## config.mk

```make
export PLATFORM = sky130hd
export DESIGN_NAME = drs_window
export DESIGN_NICKNAME = d
export VERILOG_FILES = /design/src/sv/drs_pkg.sv /design/src/sv/drs_window.sv
export SDC_FILE = /design/constraint.sdc
export NUM_CORES = 1
export LEC_CHECK = 0
export ABC_CLOCK_PERIOD_IN_PS = 5160
export BUFFER_PORTS_ARGS = -buffer_cell sky130_fd_sc_hd__buf_2
export CAP_MARGIN = 0
export CORE_ASPECT_RATIO = 0.6
export CORE_MARGIN = 2
export CORE_UTILIZATION = 30
export CTS_CLUSTER_DIAMETER = 200
export DETAILED_ROUTE_END_ITERATION = 10
export MAX_ROUTING_LAYER = met4
export PLACE_DENSITY = 0.56
export SYNTH_ARGS = -nofsm -noshare
export SYNTH_HDL_FRONTEND = slang
export SYNTH_SLANG_ARGS = --single-unit
```

## constraint.sdc

```tcl
create_clock -name clk -period 5.16 [get_ports clk]
set_input_delay 0.258 -clock clk [delete_from_list [all_inputs] [get_ports clk]]
set_output_delay 0.258 -clock clk [all_outputs]
set_load 0.1 [all_outputs]
```

## src/sv/drs_pkg.sv

```systemverilog
// Shared types and constants for the diffusion-reaction stencil.
// Used by every module of the block; depends on nothing.

package drs_pkg;

    // Grid limits (defaults for the top-level parameters)
    localparam int MAX_WIDTH_DEF  = 1024;
    localparam int MAX_HEIGHT_DEF = 1024;
    localparam int MIN_DIM        = 3;

    // Field widths
    localparam int VALUE_BITS = 32;
    localparam int DIM_BITS   = 11;
    localparam int COEF_BITS  = 32;
    localparam int RES_BITS   = 48;
    localparam int IDX_BITS   = 10;
    localparam int CFG_BITS   = 2;

    // Fixed-point layout: values Q.24, coefficients Q.16, accumulator Q.64
    localparam int FRAC_BITS  = 24;
    localparam int ACC_SHIFT  = 40;
    localparam int LIN_BITS   = VALUE_BITS + 4;
    localparam int DIFF_BITS  = VALUE_BITS + 1;
    localparam int MUL1_BITS  = DIFF_BITS + COEF_BITS + 1;
    localparam int PROD_BITS  = 2 * VALUE_BITS + 1;
    localparam int SPLIT_BITS = 32;
    localparam int PHI_IN     = PROD_BITS - SPLIT_BITS;
    localparam int PLO_BITS   = SPLIT_BITS + COEF_BITS;
    localparam int PHI_BITS   = PHI_IN + COEF_BITS + 1;
    localparam int ACC_BITS   = 100;
    localparam int SH_BITS    = ACC_BITS - ACC_SHIFT;

    localparam logic signed [DIFF_BITS-1:0] ONE_Q24 = DIFF_BITS'(1) <<< FRAC_BITS;
    localparam logic signed [ACC_BITS-1:0]  ROUND_BIAS = ACC_BITS'(1) <<< (ACC_SHIFT - 1);
    localparam logic [RES_BITS-1:0] RES_MAX = {1'b0, {(RES_BITS-1){1'b1}}};
    localparam logic [RES_BITS-1:0] RES_MIN = {1'b1, {(RES_BITS-1){1'b0}}};

    // Configuration register indexes
    localparam logic [CFG_BITS-1:0] REG_GRID_WIDTH  = 2'd0;
    localparam logic [CFG_BITS-1:0] REG_GRID_HEIGHT = 2'd1;
    localparam logic [CFG_BITS-1:0] REG_ALPHA_COEFF = 2'd2;
    localparam logic [CFG_BITS-1:0] REG_BETA_COEFF  = 2'd3;

    // Position tag that travels with a result through the pipeline
    typedef struct packed {
        logic [IDX_BITS-1:0] x;
        logic [IDX_BITS-1:0] y;
        logic                last;
    } point_meta_t;

    // Stencil operands handed from the window to the arithmetic
    typedef struct packed {
        logic [LIN_BITS-1:0]   lin;
        logic [DIFF_BITS-1:0]  diff;
        logic [VALUE_BITS-1:0] center;
        logic [DIFF_BITS-1:0]  one_minus;
    } stencil_ops_t;

endpackage

```

## src/sv/drs_window.sv

```systemverilog
// Stencil window: holds west and center of the row above and forms the operands.
// Takes line store read data, registered in step with the item. Uses drs_pkg.

module drs_window (
    input  logic                                  clk,
    input  logic                                  rst_n,
    input  logic                                  en,
    input  logic                                  accept,
    input  logic                                  has_result,
    input  logic                                  first_col,
    input  logic signed [drs_pkg::VALUE_BITS-1:0] south_value,
    input  drs_pkg::point_meta_t                  meta,
    input  logic signed [drs_pkg::VALUE_BITS-1:0] east_data,
    input  logic signed [drs_pkg::VALUE_BITS-1:0] north_data,
    input  logic signed [drs_pkg::VALUE_BITS-1:0] old_data,
    output logic                                  ops_valid,
    output drs_pkg::stencil_ops_t                 ops,
    output drs_pkg::point_meta_t                  ops_meta
);

    localparam int VB = drs_pkg::VALUE_BITS;
    localparam int LW = drs_pkg::LIN_BITS;
    localparam int DW = drs_pkg::DIFF_BITS;

    logic                 s1_valid_reg;
    logic                 s1_result_reg;
    logic                 s1_first_reg;
    logic signed [VB-1:0] s1_south_reg;
    drs_pkg::point_meta_t s1_meta_reg;

    logic signed [VB-1:0] hold_west_reg;
    logic signed [VB-1:0] hold_center_reg;

    logic                  ops_valid_reg;
    drs_pkg::stencil_ops_t ops_reg;
    drs_pkg::stencil_ops_t ops_next;
    drs_pkg::point_meta_t  ops_meta_reg;

    logic signed [LW-1:0] lin;
    logic signed [DW-1:0] diff;
    logic signed [DW-1:0] one_minus;

    // Capture the item alongside its memory reads
    always_ff @(posedge clk or negedge rst_n)
    begin
        if (!rst_n)
        begin
            s1_valid_reg <= 1'b0;
        end
        else if (en)
        begin
            s1_valid_reg <= accept;
        end
    end

    always_ff @(posedge clk)
    begin
        if (accept)
        begin
            s1_result_reg <= has_result;
            s1_first_reg  <= first_col;
            s1_south_reg  <= south_value;
            s1_meta_reg   <= meta;
        end
    end

    // Form the five-point sum and the two differences
    always_comb
    begin
        lin = LW'(hold_west_reg) + LW'(east_data) + LW'(north_data) + LW'(s1_south_reg)
              - (LW'(hold_center_reg) <<< 2);
        diff      = DW'(old_data) - DW'(hold_center_reg);
        one_minus = drs_pkg::ONE_Q24 - DW'(hold_center_reg);
        ops_next.lin       = lin;
        ops_next.diff      = diff;
        ops_next.center    = hold_center_reg;
        ops_next.one_minus = one_minus;
    end

    // Slide the row-above window; a row start seeds it from both ports
    always_ff @(posedge clk or negedge rst_n)
    begin
        if (!rst_n)
        begin
            hold_west_reg   <= '0;
            hold_center_reg <= '0;
        end
        else if (en && s1_valid_reg)
        begin
            if (s1_first_reg)
            begin
                hold_west_reg   <= north_data;
                hold_center_reg <= east_data;
            end
            else
            begin
                hold_west_reg   <= hold_center_reg;
                hold_center_reg <= east_data;
            end
        end
    end

    // Pass only points that produce a residual
    always_ff @(posedge clk or negedge rst_n)
    begin
        if (!rst_n)
        begin
            ops_valid_reg <= 1'b0;
        end
        else if (en)
        begin
            ops_valid_reg <= s1_valid_reg && s1_result_reg;
        end
    end

    always_ff @(posedge clk)
    begin
        if (en)
        begin
            ops_reg      <= ops_next;
            ops_meta_reg <= s1_meta_reg;
        end
    end

    assign ops_valid = ops_valid_reg;
    assign ops       = ops_reg;
    assign ops_meta  = ops_meta_reg;

endmodule

```

# Yosys cells after proc, flatten, opt, wreduce, memory -nomap -nowiden
# Index checks and enable logic that the tools add are counted.
[classes]
addsub = 6
muxes = 1
n_reduce_logical = 2
[ops]
columns = ["op", "count"]
rows = [
  ["35-bit by 34-bit subtractor with 36-bit output", 1],
  ["34-bit by 32-bit adder with 35-bit output", 1],
  ["33-bit by 32-bit adder with 34-bit output", 1],
  ["32-bit by 32-bit adder with 33-bit output", 1],
  ["26-bit by 32-bit subtractor with 33-bit output, first input constant", 1],
  ["32-bit by 32-bit subtractor with 33-bit output", 1],
  ["32-bit two-way mux", 1],
  ["1-bit logical AND", 2],
]
[totals]
register_bits = 276
inputBits = 155
output_inout_bits = 156

# Longest topological paths before layout
[logic_depth]
depth_word = 4
ltp_mapped = 15

# Least setup slack after synthesis
# No wires, ideal clock.
[synth_path]
path_kind = "register to register"
start = "register hold_center_reg[0]"
end = "register ops_reg (netlist bit ops[127]) (data pin)"
setup_ps = 264
arrival_time_ps = 3881
t_required_ps = 4896
path_slack_ps = 1015
path_stages_with_launch = 15
n_path_buf = 0
synth_period_minus_slack_ps = 4145
path_cell_list = "dfrtp_1 inv_1 fa_1 fa_1 inv_1 fa_1 inv_1 fa_1 a21o_1 a2111oi_2 o221ai_2 a21oi_4 o21ai_1 a41oi_1 xnor2_1"
[synth_via]
elab_chain_cells = 1
[synth_lines]
columns = ["item", "line_no", "source"]
rows = [
  ["start, declared", "drs_window.sv:32", "logic signed [VB-1:0] hold_center_reg;"],
  ["start signal, assigned", "drs_window.sv:93", "hold_center_reg <= east_data;"],
  ["start signal, assigned", "drs_window.sv:98", "hold_center_reg <= east_data;"],
  ["35-bit by 34-bit subtractor with 36-bit output", "drs_window.sv:71", "- (LW'(hold_center_reg) <<< 2);"],
  ["net lin[29]", "drs_window.sv:39", "logic signed [LW-1:0] lin;"],
  ["end signal, assigned", "drs_window.sv:120", "ops_reg <= ops_next;"],
  ["end, declared", "drs_window.sv:35", "drs_pkg::stencil_ops_t ops_reg;"],
]
# The timed path passes the listed nets, and every way through them passes these cells.
# A chain may end at the register's enable or synchronous reset.

# Final worst setup path
[layout_path]
start = "register hold_center_reg[1]"
end = "register ops_reg (netlist bit ops[132]) (data pin)"
# Same word-level chain as after synthesis.

==> results.md <==
* GRT met2 Usage at 27.64%
* Tightest Hold Check Type: input pin to register
* Most used routing layer: met2
* Site Rows at 65
* Vias in the first global route at 11940
* Kind of critical path: register to register
* Power per cell area at 691.0 nW/µm²
* Register area at 7928 µm²
* CTS tree: yes
* Ratio of cells with drive above 1 in the final layout at 23.65%
* DR vias at 11536
* Commonest non-fill, non-tap cells in the layout: buf_2 (309), inv_1 (219), edfxtp_1 (209), fa_1 (102), dlygate4sd3_1 (99)
* Final core utilization at about 39%
* Port bufs at 310
* Pre-antenna DRT Iters at 5
* CP bufs+invs at 3
* Clk_skew at 11.21 ps
* Sequential share of the synthesized area at 49.23%
* Yosys cell types at 70
* Met1 Usage GRT at 25.40%
* Fin crit period at 4839 ps
* Number of synthesized register bits at 275
* Fraction of registers with async set/reset at 24.00%
* DRT Wirelength at about 49 mm
* Post-synth EDFFs at 209
* Commonest non-fill, non-tap cell in the layout: buf_2
* H-tree Lvls at 1
* DR DRC count at 0
* CTS root buf: clkbuf_16
* GR Util met3 at under 10%
* Die H at 183.5 µm
* Sink Count at 275
* Drt via density at between 4 and 5
* Max-cap viol count at 0
* GR Overflow Total at 0
* Die area at 55610 µm²
* Starting Density at 30.51%
* Crit-path cells: inv_1 > fa_1 > fa_1 > inv_1 > fa_1 > inv_1 > ha_1 > nand2_1 > o21ai_0 > a211oi_1 > a2111oi_2 > o21ai_1 > o211a_1 > xnor2_1
* Worst path arrival time at about 5200 ps
* DP Area at approximately 19000 µm²
* Worst path max stage delay at 570 ps
* Slew @ Worst Pin at 1116 ps
* RSZ-0062 raised after global routing: no
* Antenna violations before repair at 6
* First-pass GRT wire length at 73.93 mm
* Tot GR Track Use at a little under a fifth
* Status: finished clean
* Final instance area at 20590 µm²
* Core area at ~53000 µm²
* Die Width at 303.1 µm
* Post-CTS setup buffers at 0
* Final Net Count at 2099
* Drt wl/cell at just under 20 µm
* Multi-input gate area at 7253 µm²
* Post-DP HPWL at 38.84 mm
* Yosys warns at 0
* Final GP Congestion at 0.8807
* P_leak at 9.159 nW
* Req. time, crit path at 5490 ps
* Detailed Route Iter0 Violations at ~670
* CP Launch Type: register
* Max Slew Vio Count at 0
* Worst Setup End Kind: register
* Post-CTS Resized at 0
* Top delay family on crit path: adder cells
* Final-report setup violation count at 0
* Area Growth Syn to Fin at 27.85%
* Critical path fanouts, max at 6
* # hold bufs at CTS at 99
* Relative slew slack at 25.57%
* Peak supply drop at approximately 0.25 mV
* Post-synthesis net count at 1674
* Post-Syn Area per Cell at 11.96 µm²
* Crit-path slowest cell: dfrtp_1
* Largest register FFs at 133
* Synth Instances at 1347
* Total Neg Setup Slack at 0 ps
* Mapped Area at 16100 µm²
* # IOs at approximately 310
* CTS Buf Count at 31
* Reg clk slew, reported paths at 60 ps
* Largest net degree at the start of global routing at 99
* Fmax at 206.6 MHz
* Period utilization at approximately 94%
* ANT nets after route at 0
* Main synth FF type: edfxtp_1
* CTS Buffer Depth at 3
* Fillcell total at 5093
* Clk_lat worst skew at 580 ps
* Fin. Hold Viols at 0
[Yosys cell counts, types with 31 or more instances]
| library cell | instances | area share [%] |
|---|---|---|
| mux2i_1 | 35 | 2.2 |
| dfrtp_1 | 66 | 10 |
| nor2_1 | 49 | 1.1 |
| nand2_1 | 70 | 1.6 |
| o21ai_0 | 69 | 2.1 |
| xnor2_1 | 65 | 3.5 |
| inv_1 | 219 | 5.1 |
| mux2_2 | 31 | 2.2 |
| fa_1 | 102 | 13 |
| ha_1 | 70 | 5.4 |
| edfxtp_1 | 209 | 39 |
| a21o_1 | 38 | 1.8 |
| a21oi_1 | 70 | 2.2 |
[report_power, final]
| group | switching (mW) | total, mW | leakage (nW) | internal (mW) |
|---|---|---|---|---|
| logic | 5.88 | 8.49 | 5.80 | 2.61 |
| registers | 0.229 | 3.41 | 2.84 | 3.18 |
| clock network | 0.953 | 2.33 | 0.517 | 1.37 |
| total | 7.07 | 14.2 | 9.16 | 7.16 |
[cells by family (layout without fill, tap and decap cells)]
logic type | count (synthesis) | after routing | synth area share (%)
xor+xnor | 83 | 83 | 4.514
compound gates | 271 | 271 | 10.88
buf+inv | 247 | 697 | 5.780
fa+ha+maj | 172 | 172 | 18.12
simple gates | 233 | 233 | 7.140
flops | 275 | 275 | 49.23
other cells | 0 | 5 | 0
mux | 66 | 66 | 4.343
[stage by stage]
step           instances  worst slack (ps)  power [mW]  hold WS (ps)
6_report            2505             320.6       14.23         30.18
3_3_place_gp        2343             374.1       11.85         400.6
5_1_grt             2505            0.7310       15.22         5.145
3_5_place_dp        2343             347.4       11.87         404.5
4_1_cts             2500             335.3       14.33        0.4073
2_1_floorplan       1347              1015       9.919        -37.59
[worst min-delay path, cell delays in order]
cell	delay, ps
buf_2	100
mux2i_1	70
o21ai_0	140
[metal layers]
| layer | wire (µm) | vias up |
|---|---|---|
| met1 | 23470 | 5678 |
| met4 | 1052 | 0 |
| met3 | 2484 | 56 |
| met2 | 22490 | 271 |
| li1 | - | 5531 |
| met5 | 0 | - |
[cell type report]
| class | instances | area share [%] |
|---|---|---|
| Antenna cell | 5 | 0.06077 |
| Clock buffer | 41 | 4.193 |
| Clock inverter | 17 | 0.9663 |
| Inverter | 219 | 3.993 |
| Multi-Input combinational cell | 825 | 35.23 |
| Sequential cell | 275 | 38.50 |
| Tap cell | 703 | 4.272 |
| Timing Repair Buffer | 420 | 12.78 |
[final timing paths]
check	end	slack [ps]	cells after the start	from
min reg2reg	ops_meta[1]	420	0	s1_meta_reg[1]
max	ops[132]	320	14	hold_center_reg[1]
min in group asynchronous	hold_west_reg[30]	400	3	rst_n
max reg2reg	ops[132]	320	14	hold_center_reg[1]
min	hold_west_reg[16]	30	3	north_data[16]
max in group asynchronous	hold_center_reg[2]	4030	3	rst_n
No activity file was read; power rests on OpenSTA's default activity.
